===== src/rtl/core/lis_pkg.sv =====
// lis_pkg: shared types and constants for the linear inequality interval solver
`default_nettype none

package lis_pkg;

    // width of the epsilon register and of the reported bounds
    localparam int EPS_BITS    = 31;
    localparam int OUT_BITS    = 31;
    localparam logic [EPS_BITS-1:0] EPS_RESET = 31'd1;

    // entries in the queue between front and back
    localparam int QUEUE_DEPTH = 2;

    // kind of row as seen by the front
    typedef enum logic
    {
        ROW_BOUNDED = 1'b0,
        ROW_ZERO    = 1'b1
    } row_kind_t;

    // back sequencer states
    typedef enum logic [1:0]
    {
        ST_IDLE   = 2'd0,
        ST_DIV    = 2'd1,
        ST_UPDATE = 2'd2,
        ST_EMIT   = 2'd3
    } lis_state_t;

    // control part of one queued item
    typedef struct packed
    {
        row_kind_t kind;
        logic      zero_fail;
        logic      lo_neg;
        logic      hi_neg;
        logic      last;
    } lis_ctl_t;

endpackage

`default_nettype wire


===== src/rtl/core/lis_front.sv =====
// lis_front: epsilon register, row classification and operand preparation
`default_nettype none

module lis_front
    import lis_pkg::*;
#(
    parameter int W = 32
)
(
    input  wire logic                clk,
    input  wire logic                rst_n,
    input  wire logic                in_valid,
    output logic                     in_stall,
    input  wire logic signed [W-1:0] a_value,
    input  wire logic signed [W-1:0] b_value,
    input  wire logic signed [W-1:0] c_value,
    input  wire logic                last_row,
    input  wire logic                cfg_wr_en,
    input  wire logic [EPS_BITS-1:0] cfg_wr_data,
    input  wire logic                q_full,
    output logic                     q_push,
    output lis_ctl_t                 q_ctl,
    output logic [W-1:0]             lo_mag,
    output logic [W-1:0]             hi_mag,
    output logic [W-1:0]             den_mag
);

    localparam int CW = ((W > EPS_BITS) ? W : EPS_BITS) + 1;

    logic [EPS_BITS-1:0] epsilon_reg;
    logic [EPS_BITS-1:0] epsilon_next;
    logic                b_neg;
    logic                b_zero;
    logic [W-1:0]        lo_src;
    logic [W-1:0]        hi_src;
    logic signed [CW-1:0] a_ext;
    logic signed [CW-1:0] c_ext;
    logic signed [CW-1:0] eps_ext;

    // epsilon register
    always_comb
    begin
        epsilon_next = cfg_wr_en ? cfg_wr_data : epsilon_reg;
    end

    always_ff @(posedge clk or negedge rst_n)
    begin
        if (!rst_n)
        begin
            epsilon_reg <= EPS_RESET;
        end
        else
        begin
            epsilon_reg <= epsilon_next;
        end
    end

    // handshake toward the queue
    assign in_stall = q_full;
    assign q_push   = in_valid && !q_full;

    // pick numerators by sign of the coefficient
    assign b_neg  = b_value[W-1];
    assign b_zero = (b_value == '0);
    assign lo_src = b_neg ? c_value : a_value;
    assign hi_src = b_neg ? a_value : c_value;

    // magnitudes, most negative word maps onto its unsigned pattern
    assign lo_mag  = lo_src[W-1]  ? (~lo_src + W'(1))  : lo_src;
    assign hi_mag  = hi_src[W-1]  ? (~hi_src + W'(1))  : hi_src;
    assign den_mag = b_value[W-1] ? (~b_value + W'(1)) : b_value;

    // tolerance check for zero-coefficient rows
    assign a_ext   = CW'(a_value);
    assign c_ext   = CW'(c_value);
    assign eps_ext = $signed(CW'(epsilon_reg));

    always_comb
    begin
        q_ctl.kind      = b_zero ? ROW_ZERO : ROW_BOUNDED;
        q_ctl.zero_fail = (a_ext > eps_ext) || (c_ext < -eps_ext);
        q_ctl.lo_neg    = lo_src[W-1] ^ b_neg;
        q_ctl.hi_neg    = hi_src[W-1] ^ b_neg;
        q_ctl.last      = last_row;
    end

endmodule

`default_nettype wire


===== src/rtl/core/lis_queue.sv =====
// lis_queue: short item queue between the front and the back
`default_nettype none

module lis_queue
    import lis_pkg::*;
#(
    parameter int DATA_W = 96
)
(
    input  wire logic              clk,
    input  wire logic              rst_n,
    input  wire logic              push,
    input  wire lis_ctl_t          push_ctl,
    input  wire logic [DATA_W-1:0] push_data,
    input  wire logic              pop,
    output logic                   full,
    output logic                   valid,
    output lis_ctl_t               head_ctl,
    output logic [DATA_W-1:0]      head_data
);

    localparam int PTR_W = (QUEUE_DEPTH > 1) ? $clog2(QUEUE_DEPTH) : 1;
    localparam int CNT_W = $clog2(QUEUE_DEPTH + 1);

    lis_ctl_t          ctl_mem [QUEUE_DEPTH];
    logic [DATA_W-1:0] data_mem [QUEUE_DEPTH];
    logic [PTR_W-1:0]  wr_ptr_reg;
    logic [PTR_W-1:0]  wr_ptr_next;
    logic [PTR_W-1:0]  rd_ptr_reg;
    logic [PTR_W-1:0]  rd_ptr_next;
    logic [CNT_W-1:0]  count_reg;
    logic [CNT_W-1:0]  count_next;

    assign full      = (count_reg == CNT_W'(QUEUE_DEPTH));
    assign valid     = (count_reg != '0);
    assign head_ctl  = ctl_mem[rd_ptr_reg];
    assign head_data = data_mem[rd_ptr_reg];

    // pointer and fill count update
    always_comb
    begin
        wr_ptr_next = wr_ptr_reg;
        rd_ptr_next = rd_ptr_reg;
        count_next  = count_reg;
        if (push)
        begin
            wr_ptr_next = (wr_ptr_reg == PTR_W'(QUEUE_DEPTH - 1)) ? '0 : wr_ptr_reg + PTR_W'(1);
        end
        if (pop)
        begin
            rd_ptr_next = (rd_ptr_reg == PTR_W'(QUEUE_DEPTH - 1)) ? '0 : rd_ptr_reg + PTR_W'(1);
        end
        if (push && !pop)
        begin
            count_next = count_reg + CNT_W'(1);
        end
        else if (pop && !push)
        begin
            count_next = count_reg - CNT_W'(1);
        end
    end

    always_ff @(posedge clk or negedge rst_n)
    begin
        if (!rst_n)
        begin
            wr_ptr_reg <= '0;
            rd_ptr_reg <= '0;
            count_reg  <= '0;
        end
        else
        begin
            wr_ptr_reg <= wr_ptr_next;
            rd_ptr_reg <= rd_ptr_next;
            count_reg  <= count_next;
        end
    end

    // entry storage
    always_ff @(posedge clk)
    begin
        if (push)
        begin
            ctl_mem[wr_ptr_reg]  <= push_ctl;
            data_mem[wr_ptr_reg] <= push_data;
        end
    end

`ifndef SYNTHESIS
    a_count_in_range: assert property (@(posedge clk) disable iff (!rst_n)
        count_reg <= CNT_W'(QUEUE_DEPTH))
        else $error("queue count beyond depth");

    a_no_pop_empty: assert property (@(posedge clk) disable iff (!rst_n)
        !(pop && (count_reg == '0)))
        else $error("pop from empty queue");
`endif

endmodule

`default_nettype wire


===== src/rtl/core/lis_divider.sv =====
// lis_divider: serial radix-2 saturating fixed-point divider, one quotient bit per cycle
`default_nettype none

module lis_divider
#(
    parameter int W = 32,
    parameter int F = 16
)
(
    input  wire logic         clk,
    input  wire logic         rst_n,
    input  wire logic         start,
    input  wire logic [W-1:0] num_mag,
    input  wire logic [W-1:0] den_mag,
    input  wire logic         neg,
    output logic              done,
    output logic signed [W-1:0] quot
);

    localparam int STEPS = W + F;
    localparam int CNT_W = $clog2(STEPS + 1);

    logic             busy_reg;
    logic             busy_next;
    logic [CNT_W-1:0] cnt_reg;
    logic [CNT_W-1:0] cnt_next;
    logic [STEPS-1:0] dvd_reg;
    logic [STEPS-1:0] dvd_next;
    logic [W-1:0]     den_reg;
    logic [W-1:0]     den_next;
    logic [W-1:0]     rem_reg;
    logic [W-1:0]     rem_next;
    logic [W:0]       q_reg;
    logic [W:0]       q_next;
    logic             over_reg;
    logic             over_next;
    logic             neg_reg;
    logic             neg_next;
    logic             done_reg;
    logic             done_next;
    logic [W-1:0]     quot_reg;
    logic [W-1:0]     quot_next;

    logic [W:0]       trial;
    logic             fits;
    logic [W:0]       lim;
    logic [W:0]       q_shift;
    logic [W-1:0]     mag;

    // one restoring step
    assign trial   = {rem_reg, dvd_reg[STEPS-1]};
    assign fits    = (trial >= {1'b0, den_reg});
    assign lim     = neg_reg ? ((W+1)'(1) << (W - 1)) : (((W+1)'(1) << (W - 1)) - (W+1)'(1));
    assign q_shift = {q_reg[W-1:0], fits};
    assign mag     = over_reg ? lim[W-1:0] : q_reg[W-1:0];

    always_comb
    begin
        busy_next = busy_reg;
        cnt_next  = cnt_reg;
        dvd_next  = dvd_reg;
        den_next  = den_reg;
        rem_next  = rem_reg;
        q_next    = q_reg;
        over_next = over_reg;
        neg_next  = neg_reg;
        done_next = 1'b0;
        quot_next = quot_reg;
        if (start)
        begin
            busy_next = 1'b1;
            cnt_next  = CNT_W'(STEPS);
            dvd_next  = STEPS'(num_mag) << F;
            den_next  = den_mag;
            rem_next  = '0;
            q_next    = '0;
            over_next = 1'b0;
            neg_next  = neg;
        end
        else if (busy_reg)
        begin
            if (cnt_reg != '0)
            begin
                dvd_next = dvd_reg << 1;
                rem_next = fits ? W'(trial - {1'b0, den_reg}) : trial[W-1:0];
                if (!over_reg)
                begin
                    q_next = q_shift;
                    if (q_shift > lim)
                    begin
                        over_next = 1'b1;
                    end
                end
                cnt_next = cnt_reg - CNT_W'(1);
            end
            else
            begin
                // apply sign to the saturated magnitude
                quot_next = neg_reg ? (~mag + W'(1)) : mag;
                busy_next = 1'b0;
                done_next = 1'b1;
            end
        end
    end

    always_ff @(posedge clk or negedge rst_n)
    begin
        if (!rst_n)
        begin
            busy_reg <= 1'b0;
            done_reg <= 1'b0;
        end
        else
        begin
            busy_reg <= busy_next;
            done_reg <= done_next;
        end
    end

    // datapath registers
    always_ff @(posedge clk)
    begin
        cnt_reg  <= cnt_next;
        dvd_reg  <= dvd_next;
        den_reg  <= den_next;
        rem_reg  <= rem_next;
        q_reg    <= q_next;
        over_reg <= over_next;
        neg_reg  <= neg_next;
        quot_reg <= quot_next;
    end

    assign done = done_reg;
    assign quot = $signed(quot_reg);

endmodule

`default_nettype wire


===== src/rtl/core/lis_back.sv =====
// lis_back: interval update sequencer with two dividers and the result register
`default_nettype none

module lis_back
    import lis_pkg::*;
#(
    parameter int W = 32,
    parameter int F = 16
)
(
    input  wire logic                 clk,
    input  wire logic                 rst_n,
    input  wire logic                 q_valid,
    input  wire lis_ctl_t             q_ctl,
    input  wire logic [W-1:0]         lo_mag,
    input  wire logic [W-1:0]         hi_mag,
    input  wire logic [W-1:0]         den_mag,
    output logic                      q_pop,
    output logic                      out_valid,
    input  wire logic                 out_stall,
    output logic                      solution_exists,
    output logic [OUT_BITS-1:0]       min_delta,
    output logic [OUT_BITS-1:0]       max_delta,
    output logic                      max_unbounded
);

    localparam int OW = (W > OUT_BITS) ? W : OUT_BITS;

    lis_state_t          state_reg;
    lis_state_t          state_next;
    lis_ctl_t            ctl_reg;
    lis_ctl_t            ctl_next;
    logic signed [W-1:0] lower_bound_reg;
    logic signed [W-1:0] lower_bound_next;
    logic signed [W-1:0] upper_bound_reg;
    logic signed [W-1:0] upper_bound_next;
    logic                upper_inf_reg;
    logic                upper_inf_next;
    logic                infeasible_reg;
    logic                infeasible_next;

    logic                out_valid_reg;
    logic                out_valid_next;
    logic                sol_reg;
    logic                sol_next;
    logic [OUT_BITS-1:0] min_reg;
    logic [OUT_BITS-1:0] min_next;
    logic [OUT_BITS-1:0] max_reg;
    logic [OUT_BITS-1:0] max_next;
    logic                unb_reg;
    logic                unb_next;

    logic                div_start;
    logic                lo_done;
    logic                hi_done;
    logic signed [W-1:0] lo_quot;
    logic signed [W-1:0] hi_quot;
    logic                load;

    logic signed [W-1:0] lower_upd;
    logic signed [W-1:0] upper_upd;
    logic                upper_inf_upd;
    logic                infeasible_upd;
    logic [OW-1:0]       lower_ext;
    logic [OW-1:0]       upper_ext;

    // lower and upper quotient units run side by side
    lis_divider #(.W(W), .F(F)) u_div_lo
    (
        .clk     (clk),
        .rst_n   (rst_n),
        .start   (div_start),
        .num_mag (lo_mag),
        .den_mag (den_mag),
        .neg     (q_ctl.lo_neg),
        .done    (lo_done),
        .quot    (lo_quot)
    );

    lis_divider #(.W(W), .F(F)) u_div_hi
    (
        .clk     (clk),
        .rst_n   (rst_n),
        .start   (div_start),
        .num_mag (hi_mag),
        .den_mag (den_mag),
        .neg     (q_ctl.hi_neg),
        .done    (hi_done),
        .quot    (hi_quot)
    );

    // interval tightening and feasibility test for the current row
    always_comb
    begin
        lower_upd      = lower_bound_reg;
        upper_upd      = upper_bound_reg;
        upper_inf_upd  = upper_inf_reg;
        infeasible_upd = infeasible_reg;
        if (ctl_reg.kind == ROW_BOUNDED)
        begin
            if (lo_quot > lower_bound_reg)
            begin
                lower_upd = lo_quot;
            end
            if (upper_inf_reg || (hi_quot < upper_bound_reg))
            begin
                upper_upd     = hi_quot;
                upper_inf_upd = 1'b0;
            end
        end
        else if (ctl_reg.zero_fail)
        begin
            infeasible_upd = 1'b1;
        end
        if (!upper_inf_upd && (lower_upd > upper_upd))
        begin
            infeasible_upd = 1'b1;
        end
    end

    // bounds extended to the larger of the word width and the reported width
    assign lower_ext = OW'(lower_bound_reg);
    assign upper_ext = OW'(upper_bound_reg);

    // sequencer
    always_comb
    begin
        state_next       = state_reg;
        ctl_next         = ctl_reg;
        lower_bound_next = lower_bound_reg;
        upper_bound_next = upper_bound_reg;
        upper_inf_next   = upper_inf_reg;
        infeasible_next  = infeasible_reg;
        q_pop            = 1'b0;
        div_start        = 1'b0;
        load             = 1'b0;
        case (state_reg)
            ST_IDLE:
            begin
                if (q_valid)
                begin
                    q_pop    = 1'b1;
                    ctl_next = q_ctl;
                    if (!infeasible_reg && (q_ctl.kind == ROW_BOUNDED))
                    begin
                        div_start  = 1'b1;
                        state_next = ST_DIV;
                    end
                    else
                    begin
                        state_next = ST_UPDATE;
                    end
                end
            end
            ST_DIV:
            begin
                if (lo_done)
                begin
                    state_next = ST_UPDATE;
                end
            end
            ST_UPDATE:
            begin
                if (!infeasible_reg)
                begin
                    lower_bound_next = lower_upd;
                    upper_bound_next = upper_upd;
                    upper_inf_next   = upper_inf_upd;
                    infeasible_next  = infeasible_upd;
                end
                state_next = ctl_reg.last ? ST_EMIT : ST_IDLE;
            end
            ST_EMIT:
            begin
                if (!out_valid_reg || !out_stall)
                begin
                    load             = 1'b1;
                    lower_bound_next = '0;
                    upper_bound_next = '0;
                    upper_inf_next   = 1'b1;
                    infeasible_next  = 1'b0;
                    state_next       = ST_IDLE;
                end
            end
            default:
            begin
                state_next = ST_IDLE;
            end
        endcase
    end

    // result register
    always_comb
    begin
        out_valid_next = load ? 1'b1 : (out_stall ? out_valid_reg : 1'b0);
        sol_next       = sol_reg;
        min_next       = min_reg;
        max_next       = max_reg;
        unb_next       = unb_reg;
        if (load)
        begin
            sol_next = !infeasible_reg;
            min_next = infeasible_reg ? '0 : lower_ext[OUT_BITS-1:0];
            max_next = (infeasible_reg || upper_inf_reg) ? '0 : upper_ext[OUT_BITS-1:0];
            unb_next = !infeasible_reg && upper_inf_reg;
        end
    end

    always_ff @(posedge clk or negedge rst_n)
    begin
        if (!rst_n)
        begin
            state_reg       <= ST_IDLE;
            lower_bound_reg <= '0;
            upper_bound_reg <= '0;
            upper_inf_reg   <= 1'b1;
            infeasible_reg  <= 1'b0;
            out_valid_reg   <= 1'b0;
        end
        else
        begin
            state_reg       <= state_next;
            lower_bound_reg <= lower_bound_next;
            upper_bound_reg <= upper_bound_next;
            upper_inf_reg   <= upper_inf_next;
            infeasible_reg  <= infeasible_next;
            out_valid_reg   <= out_valid_next;
        end
    end

    // item control and result payload
    always_ff @(posedge clk)
    begin
        ctl_reg <= ctl_next;
        sol_reg <= sol_next;
        min_reg <= min_next;
        max_reg <= max_next;
        unb_reg <= unb_next;
    end

    assign out_valid       = out_valid_reg;
    assign solution_exists = sol_reg;
    assign min_delta       = min_reg;
    assign max_delta       = max_reg;
    assign max_unbounded   = unb_reg;

`ifndef SYNTHESIS
    a_dividers_in_step: assert property (@(posedge clk) disable iff (!rst_n)
        lo_done == hi_done)
        else $error("quotient units out of step");

    a_start_enters_div: assert property (@(posedge clk) disable iff (!rst_n)
        div_start |=> (state_reg == ST_DIV))
        else $error("divider started outside division state");

    a_interval_ordered: assert property (@(posedge clk) disable iff (!rst_n)
        ((state_reg == ST_IDLE) && !infeasible_reg && !upper_inf_reg)
            |-> (lower_bound_reg <= upper_bound_reg))
        else $error("feasible set with empty interval");
`endif

endmodule

`default_nettype wire


===== src/rtl/core/linear_inequality_interval_solver_core.sv =====
// linear_inequality_interval_solver_core: top level of the feasibility interval solver
//
//   channel  | direction | handshake          | payload
//   ---------+-----------+--------------------+-----------------------------------------
//   input    | in        | in_valid/in_stall  | a_value, b_value, c_value, last_row
//   result   | out       | out_valid/out_stall| solution_exists, min_delta, max_delta,
//            |           |                    | max_unbounded
//   config   | in        | cfg_wr_en          | cfg_wr_data (epsilon)
//
// A bounded row (b nonzero) passes through the two serial dividers in the back, which
// produce one quotient bit per cycle.
// A zero-coefficient row, or any row of a set already infeasible, skips the dividers.
// A last row then passes the emit state, which loads the result register unless a held result is stalled.
// The two-entry queue takes items until full while the back divides or a result stalls.
// Reset clears the interval, the queue and the result valid; epsilon resets to 1.
`default_nettype none

module linear_inequality_interval_solver_core
    import lis_pkg::*;
#(
    parameter int WORD_BITS = 32,
    parameter int FRAC_BITS = 16
)
(
    input  wire logic                        clk,
    input  wire logic                        rst_n,
    input  wire logic                        in_valid,
    output logic                             in_stall,
    input  wire logic signed [WORD_BITS-1:0] a_value,
    input  wire logic signed [WORD_BITS-1:0] b_value,
    input  wire logic signed [WORD_BITS-1:0] c_value,
    input  wire logic                        last_row,
    output logic                             out_valid,
    input  wire logic                        out_stall,
    output logic                             solution_exists,
    output logic [OUT_BITS-1:0]              min_delta,
    output logic [OUT_BITS-1:0]              max_delta,
    output logic                             max_unbounded,
    input  wire logic                        cfg_wr_en,
    input  wire logic [EPS_BITS-1:0]         cfg_wr_data
);

    localparam int DATA_W = 3 * WORD_BITS;

    logic                 q_push;
    logic                 q_pop;
    logic                 q_full;
    logic                 q_valid;
    lis_ctl_t             push_ctl;
    lis_ctl_t             head_ctl;
    logic [WORD_BITS-1:0] f_lo_mag;
    logic [WORD_BITS-1:0] f_hi_mag;
    logic [WORD_BITS-1:0] f_den_mag;
    logic [DATA_W-1:0]    head_data;

    // classification side
    lis_front #(.W(WORD_BITS)) u_front
    (
        .clk         (clk),
        .rst_n       (rst_n),
        .in_valid    (in_valid),
        .in_stall    (in_stall),
        .a_value     (a_value),
        .b_value     (b_value),
        .c_value     (c_value),
        .last_row    (last_row),
        .cfg_wr_en   (cfg_wr_en),
        .cfg_wr_data (cfg_wr_data),
        .q_full      (q_full),
        .q_push      (q_push),
        .q_ctl       (push_ctl),
        .lo_mag      (f_lo_mag),
        .hi_mag      (f_hi_mag),
        .den_mag     (f_den_mag)
    );

    // item queue
    lis_queue #(.DATA_W(DATA_W)) u_queue
    (
        .clk       (clk),
        .rst_n     (rst_n),
        .push      (q_push),
        .push_ctl  (push_ctl),
        .push_data ({f_lo_mag, f_hi_mag, f_den_mag}),
        .pop       (q_pop),
        .full      (q_full),
        .valid     (q_valid),
        .head_ctl  (head_ctl),
        .head_data (head_data)
    );

    // execution side
    lis_back #(.W(WORD_BITS), .F(FRAC_BITS)) u_back
    (
        .clk             (clk),
        .rst_n           (rst_n),
        .q_valid         (q_valid),
        .q_ctl           (head_ctl),
        .lo_mag          (head_data[3*WORD_BITS-1:2*WORD_BITS]),
        .hi_mag          (head_data[2*WORD_BITS-1:WORD_BITS]),
        .den_mag         (head_data[WORD_BITS-1:0]),
        .q_pop           (q_pop),
        .out_valid       (out_valid),
        .out_stall       (out_stall),
        .solution_exists (solution_exists),
        .min_delta       (min_delta),
        .max_delta       (max_delta),
        .max_unbounded   (max_unbounded)
    );

endmodule

`default_nettype wire

===== config.mk =====
export PLATFORM = sky130hd
export DESIGN_NAME = linear_inequality_interval_solver_core
export DESIGN_NICKNAME = d
export VERILOG_FILES = /design/src/rtl/core/lis_pkg.sv /design/src/rtl/core/lis_front.sv /design/src/rtl/core/lis_queue.sv /design/src/rtl/core/lis_divider.sv /design/src/rtl/core/lis_back.sv /design/src/rtl/core/linear_inequality_interval_solver_core.sv
export SDC_FILE = /design/constraint.sdc
export NUM_CORES = 2
export LEC_CHECK = 0
export ABC_CLOCK_PERIOD_IN_PS = 7590
export BUFFER_PORTS_ARGS = -buffer_cell sky130_fd_sc_hd__buf_4
export CORE_MARGIN = 8
export CORE_UTILIZATION = 30
export DETAILED_ROUTE_END_ITERATION = 10
export GPL_TIMING_DRIVEN = 0
export REMOVE_ABC_BUFFERS = 1
export SYNTH_ARGS = -nofsm -noshare
export SYNTH_HDL_FRONTEND = slang
export SYNTH_SLANG_ARGS = --single-unit

===== constraint.sdc =====
create_clock -name clk -period 7.59 [get_ports clk]
set_input_delay 1.1385 -clock clk [delete_from_list [all_inputs] [get_ports clk]]
set_output_delay 1.1385 -clock clk [all_outputs]
set_load 0.005 [all_outputs]

Yosys cells after proc, flatten, opt, wreduce, memory -nomap -nowiden
Memories as Yosys holds them, arrays and structs flattened.
Index checks and enable logic that the tools add are counted.
- RAM bits: 202
- memories kept: 2
- register bits: 478
- logic and storage cells: 196
- output and inout bits: 66
- bits of input ports: 133
- bitwise gates (word level): 13
- equality and inequality tests: 9
- magnitude comparators: 9
- reduce and logical (&&, ||, !) cells: 40
- add/sub/neg operators: 14
- muxes and demuxes: 74
- memory list (name ; depth ; bits a word ; rd ports ; clocked after memory_dff ; write ports ; RTL line ; RTL):
    u_queue.data_mem ; 2 ; 96 ; 1 ; 0 ; 1 ; lis_queue.sv:26 ; logic [DATA_W-1:0] data_mem [QUEUE_DEPTH];
    u_queue.ctl_mem ; 2 ; 5 ; 1 ; 0 ; 1 ; lis_queue.sv:25 ; lis_ctl_t ctl_mem [QUEUE_DEPTH];
- operators with widths (kind ; number):
    32-bit 2-to-1 mux ; 20
    48-bit 2-to-1 mux ; 6
    32-bit inverter ; 5
    32-bit by 1-bit adder with 32-bit output (second input constant) ; 4
    32-bit case mux with 2 select lines ; 2
    32-bit > comparator ; 3
    33-bit by 32-bit >= comparator with 1-bit output ; 2
    33-bit by 32-bit > comparator with 1-bit output ; 2
    32-bit subtractor ; 2
    1-bit 2-to-1 mux ; 36
    32-bit by 33-bit less-than comparator with 1-bit output ; 1
    31-bit negator with 33-bit output ; 1
    32-bit by 2-bit adder with 32-bit output (second input constant) ; 1
    32-bit logical NOT ; 1
    32-bit less-than comparator ; 1
    3-bit AND reduction ; 6
    2-bit 2-to-1 mux ; 7
    2-bit nonzero test ; 7
    2-bit AND reduction ; 6
    6-bit nonzero test ; 2
    6-bit by 1-bit subtractor with 6-bit output (second input constant) ; 2
    2-bit case mux with 4 select lines ; 1
    1-bit logical NOT ; 7
    2-bit == test (second input constant) ; 3
    12 further kinds ; 31

Depth between registers and ports, before layout
- depth after elaboration: 9
- gate-level depth with buffers: 22
- depth with buffers taken out: 21

By module
From an unflattened synthesis, not the netlist that was laid out.
- cells, all modules: 3943
- area total of the unflattened synthesis: 41896.4 µm²
- by module, submodules not included (module ; seq. area each (µm²) ; area each (µm²) ; times used ; cells each):
    lis_divider ; 4384.2 ; 9670.5 ; 2 ; 992
    lis_back ; 3739.8 ; 8438.1 ; 1 ; 797
    lis_queue ; 6165.9 ; 7800.0 ; 1 ; 330
    lis_front ; 777.0 ; 6317.3 ; 1 ; 832

Worst setup path before layout
OpenSTA, ideal clock, no wires.
- path kind: input -> register
- start: in in_valid
- end: mem u_queue.ctl_mem[0][0] (netlist name), enable pin
- stages on the path: 2
- buffers on the path: 0
- data arrival time: 5431 ps
- path slack: 1597 ps
- setup time: 562 ps
- data required time: 7028 ps
- path through: nand2_1 > nor2_1
- longest elaborated chain between the ends: 3
- RTL lines (element ; RTL line ; RTL):
    from (decl) ; linear_inequality_interval_solver_core.sv:27 ; input wire logic in_valid,
    1-bit logical AND ; lis_front.sv:60 ; assign q_push = in_valid && !q_full;
    1-bit 2-to-1 mux ; lis_queue.sv:82 ; if (push)
    1-bit 2-to-1 mux (implied by the code) ; lis_queue.sv:84 ; ctl_mem[wr_ptr_reg] <= push_ctl;
    to (decl) ; lis_queue.sv:25 ;
Every way passes these cells.

Final worst setup path
- start: reg u_back.u_div_lo.quot_reg[25] (netlist: u_back.u_div_lo.quot[25])
- end: reg u_back.infeasible_reg
- longest elaborated chain between the ends: 8
- RTL lines (element ; RTL line ; RTL):
    from (decl) ; lis_divider.sv:41 ; logic [W-1:0] quot_reg;
    from (signal assigned) ; lis_divider.sv:130 ; quot_reg <= quot_next;
    32-bit > comparator ; lis_back.sv:101 ; if (lo_quot > lower_bound_reg)
    32-bit 2-to-1 mux * ; lis_back.sv:101 ;
    32-bit 2-to-1 mux * ; lis_back.sv:99 ; if (ctl_reg.kind == ROW_BOUNDED)
    32-bit > comparator * ; lis_back.sv:115 ; if (!upper_inf_upd && (lower_upd > upper_upd))
    1-bit logical AND * ; lis_back.sv:115 ;
    1-bit 2-to-1 mux * ; lis_back.sv:115 ;
    1-bit 2-to-1 mux * ; lis_back.sv:164 ; if (!infeasible_reg)
    1-bit case mux with 2 select lines * ; lis_back.sv:137 ; case (state_reg)
    to (signal assigned) ; lis_back.sv:226 ; infeasible_reg <= infeasible_next;
    to (decl) ; lis_back.sv:39 ; logic infeasible_reg;
Every way passes the cells marked *; elsewhere a longest branch is shown, timed or not.
A chain may end at the register's enable or synchronous reset.

==> results.md <==
* Outcome: finished clean
* Post-route clock skew at 0.03650 ns
* Setup repair after global routing missed its margin: false
* Type of element launching the critical path: flop
* CP Capture Type: flop
* Floorplan row count at 133
* Maximum clock insertion buffer count at 3
* Endpoint arrival time on the critical path at ~5.9 ns
* Routability congestion estimate from global placement at ~0.87
* Clock root buffer: sky130_fd_sc_hd__clkbuf_16
* # H-tree levels at 3
* Critical setup path kind: reg -> reg
* First-pass GRT wire length at 157.0 mm
* Final hold slack at 0.3430 ns
* Global-route congestion overflow total at 0
* Switching part of the total at between 30% and 40%
* First-pass detailed-route iteration total at 6
* Final antenna-violating net count at 0
* Leakage power total at 18.48 nW
* Fraction of layout instances using a drive strength above 1 at a little under an eighth
* Transition at the pin with the smallest max-transition slack at roughly 1.4 ns
* Starting Density at 30.11%
* Count of unresolved DRC violations after routing at 0
* Cell Area, Synth at 0.03943 sq mm
* Gr usage total at 13.42%
* Gate power share at between 40% and 50%
* Die boundary height at 378.5 um
* Tmin final at 5.361 ns
* Post-Synth XOR/XNOR Area at 4.576%
* Setup Fix Bufs, Post-CTS at 0
* Number of ports placed on the die boundary at about 200
* Max FFs per register at 192
* Number of hold buffers added after CTS at 0
* Number of hold violations in the final report at 0
* Post-cts resize count at 0
* Fin worst setup slack at 2.229 ns
* Internal power component at 11.34 mW
* Clock insertion delay at the later pin of the skew report at a little under 0.7 ns
* Overall Power at 18.90 mW
* Highest metal layer with signal wires: met5
* Ys flop type: sky130_fd_sc_hd__edfxtp_1
* DIE AREA at 0.1433 sq mm
* Share of Yosys cell area claimed by the top area cell type at between 30 and 40%
* Sink count of the clock tree at between 600 and 700
* Final worst-path cycle share at 70.64%
* Post-synthesis share of cell area spent on and, or, nand and nor gates at 12.98%
* M1 WL at 44.89 mm
* CORE AREA at about 0.13 sq mm
* Count of final setup violators at 0
* Slowest-stage cell, CP: sky130_fd_sc_hd__or4_1
* Peak supply drop at 190.1 uV
* TritonCTS clock tree: built
* Leading cell type in the layout, fill and taps excluded: sky130_fd_sc_hd__edfxtp_1
* Max Clock Freq at around 0.19 GHz
* Final Slew Violations at 0
* Detailed router's first-iteration violation count at 1952
* Path type of the worst min-delay path: in -> async
* CP max FO at 17
* Ys Warns at 0
* Critical path cell sequence: ha_1, a21o_1, a21o_1, a21oi_1, nand2_1, o21ai_0, and2_1, nand3_1, a21oi_4, mux2_2, ha_1, and3_1, nand3_1, or4_1, nor3_1, a31oi_1, o21a_1, o211ai_1, a21oi_1
* Highest-count cells in the layout ignoring fill and taps: 431 x sky130_fd_sc_hd__edfxtp_1, 408 x sky130_fd_sc_hd__nand2_1, 296 x sky130_fd_sc_hd__ha_1
* Complex-gate fraction of the synthesized area at between 10% and 20%
* Number of synthesized register bits at 680
* Largest stage delay on the critical path at 0.61 ns
* Pin count of the biggest net entering global routing at 100
* CTS Buf Count at 80
* Layout Area Growth over Synthesis at 16.09%
* Combinational family with the most area after synthesis: compound AO/OA/AOI/OAI gates
* Number of enable-type register cells in the synthesized netlist at ~430
* Post-Route WL at 98.64 mm
* Average wire length per cell after detail routing at 16.88 um
* Number of violations of the max-capacitance limit at 0
* Slew Limit Headroom at 5.678%
* Critical Path Source: u_back.u_div_lo.quot[25]$_DFFE_PP_
* Reg power frac at 33.4%
* Initial antenna violation count at 10
* Async SR Flop Fraction at 15.74%
* Quantity of I/O buffers inserted on ports at 198
* Required time at the worst-slack endpoint at 8.11 ns
* Worst R2R Start: u_back.u_div_lo.quot[25]$_DFFE_PP_
* Detailed-routed wire length on met2 at 45.45 mm
* Ratio of routed vias to standard cells at 5.031
* Reg with most FFs: u_queue.data_mem
* Clock transition time at the flip-flop clock pins of the worst setup and hold paths at 0.06 ns
* HPWL after detailed placement at 71.66 mm
* Number of nets in the final layout at 4448
* Detailed route wirelength on metal3 at 5.510 mm
* Area contributors post-synth: sky130_fd_sc_hd__edfxtp_1 33%, sky130_fd_sc_hd__ha_1 9.4%, sky130_fd_sc_hd__dfxtp_1 7.2%, sky130_fd_sc_hd__dfrtp_1 6.7%, sky130_fd_sc_hd__mux2i_1 4.8%
* Synth area leader: sky130_fd_sc_hd__edfxtp_1
* Post-synthesis average cell area at approximately 10 sq um
* Vias in the first global route at 28840
* Number of standard cells after synthesis at 3880
* Register area share after synthesis at 46.83%
* Net switching component of the power at 7.555 mW
* Place WS at 2.152 ns
* Clk network pwr share at 19.7%
* Synth unique cells at 95
* Total via count in the routed design at 29400
* Mux contribution to synthesized area at approximately 7%
* Die W at between 300 and 400 um
* Post-synthesis adder-cell area fraction at 9.494%
* Power per cell area at 412.8 mW/mm^2
[routing by layer]
| metal | up-vias | track usage, % |
|---|---|---|
| met5 | - | 0 |
| met1 | 14080 | 17.46 |
| li1 | 14560 | - |
| met4 | 6 | 4.098 |
| met2 | 604 | 22.15 |
| met3 | 156 | 3.067 |
[cells in the mapped netlist (all sizes together), types with 105 or more instances]
library cell,n
edfxtp,431
nand2,409
ha,296
a21oi,288
o21ai,278
nor2,262
mux2i,189
inv,184
dfxtp,142
xnor2,137
clkbuf,135
nor3,127
dfrtp,105
[cell type report]
cell class,count,area (sq um)
clock buffer,110,2146
tap,1755,2196
antenna,7,17.52
fill,13130,85190
multi-input combinational,2834,19610
sequential,680,18470
timing repair buffer,236,2267
inverter,185,699.4
clock inverter,37,369.1
[final timing paths]
path	to	slack, ns	depth (start not counted)
setup / recovery	u_back.infeasible_reg$_DFFE_PN0P_	2.23	19
hold / removal	u_front.epsilon_reg[26]$_DFFE_PN0P_	0.34	1
setup reg to reg	u_back.infeasible_reg$_DFFE_PN0P_	2.23	19
hold reg to reg	u_back.u_div_lo.rem_reg[15]$_SDFFE_PP0P_	0.48	2
max in group asynchronous	u_back.upper_bound_reg[17]$_DFFE_PN0P_	6.41	2
min in group clk	u_back.u_div_lo.rem_reg[15]$_SDFFE_PP0P_	0.48	2
[worst max-delay path: cells and delay by family, from the launching register on]
kind | cells | cell delay [ns]
muxes | 1 | 0.43
DFF | 1 | 0.46
AOI/OAI and AO/OA | 9 | 2.15
adders and majority gates | 2 | 0.65
and+or+nand+nor | 7 | 1.54
[cell families (layout without fill, tap and decap cells)]
kind of cell               Yosys count  count (layout)
and+or+nand+nor                   1099            1099
adders and majority gates          298             298
DFF                                680             680
buffers and inverters              366             568
xor gates and xnor gates           206             206
muxes                              260             260
AOI/OAI and AO/OA                  971             971
other                                0               7
[stage by stage]
step	util [%]	cells	cell area (sq um)	setup TNS, ns
final	34.95	5844	45770	0
after global routing	34.94	5837	45760	0
after CTS	34.94	5837	45760	0
after detailed placement	33.02	5690	43240	0
after global placement	32.32	5652	42330	-5674.29
after floorplan	-	3699	38640	-1915.00
[power by group through the flow]
stage | Sequential [mW] | Clock [mW] | Combinational, mW
5_1_grt | 6.45 | 3.97 | 9.97
4_1_cts | 6.31 | 3.84 | 8.91
2_1_floorplan | 6.27 | 0 | 6.38
3_5_place_dp | 6.37 | 0 | 8.87
6_report | 6.31 | 3.73 | 8.86
3_3_place_gp | 6.59 | 0 | 8.44
Note: power is estimated with default switching activity, not from simulation.
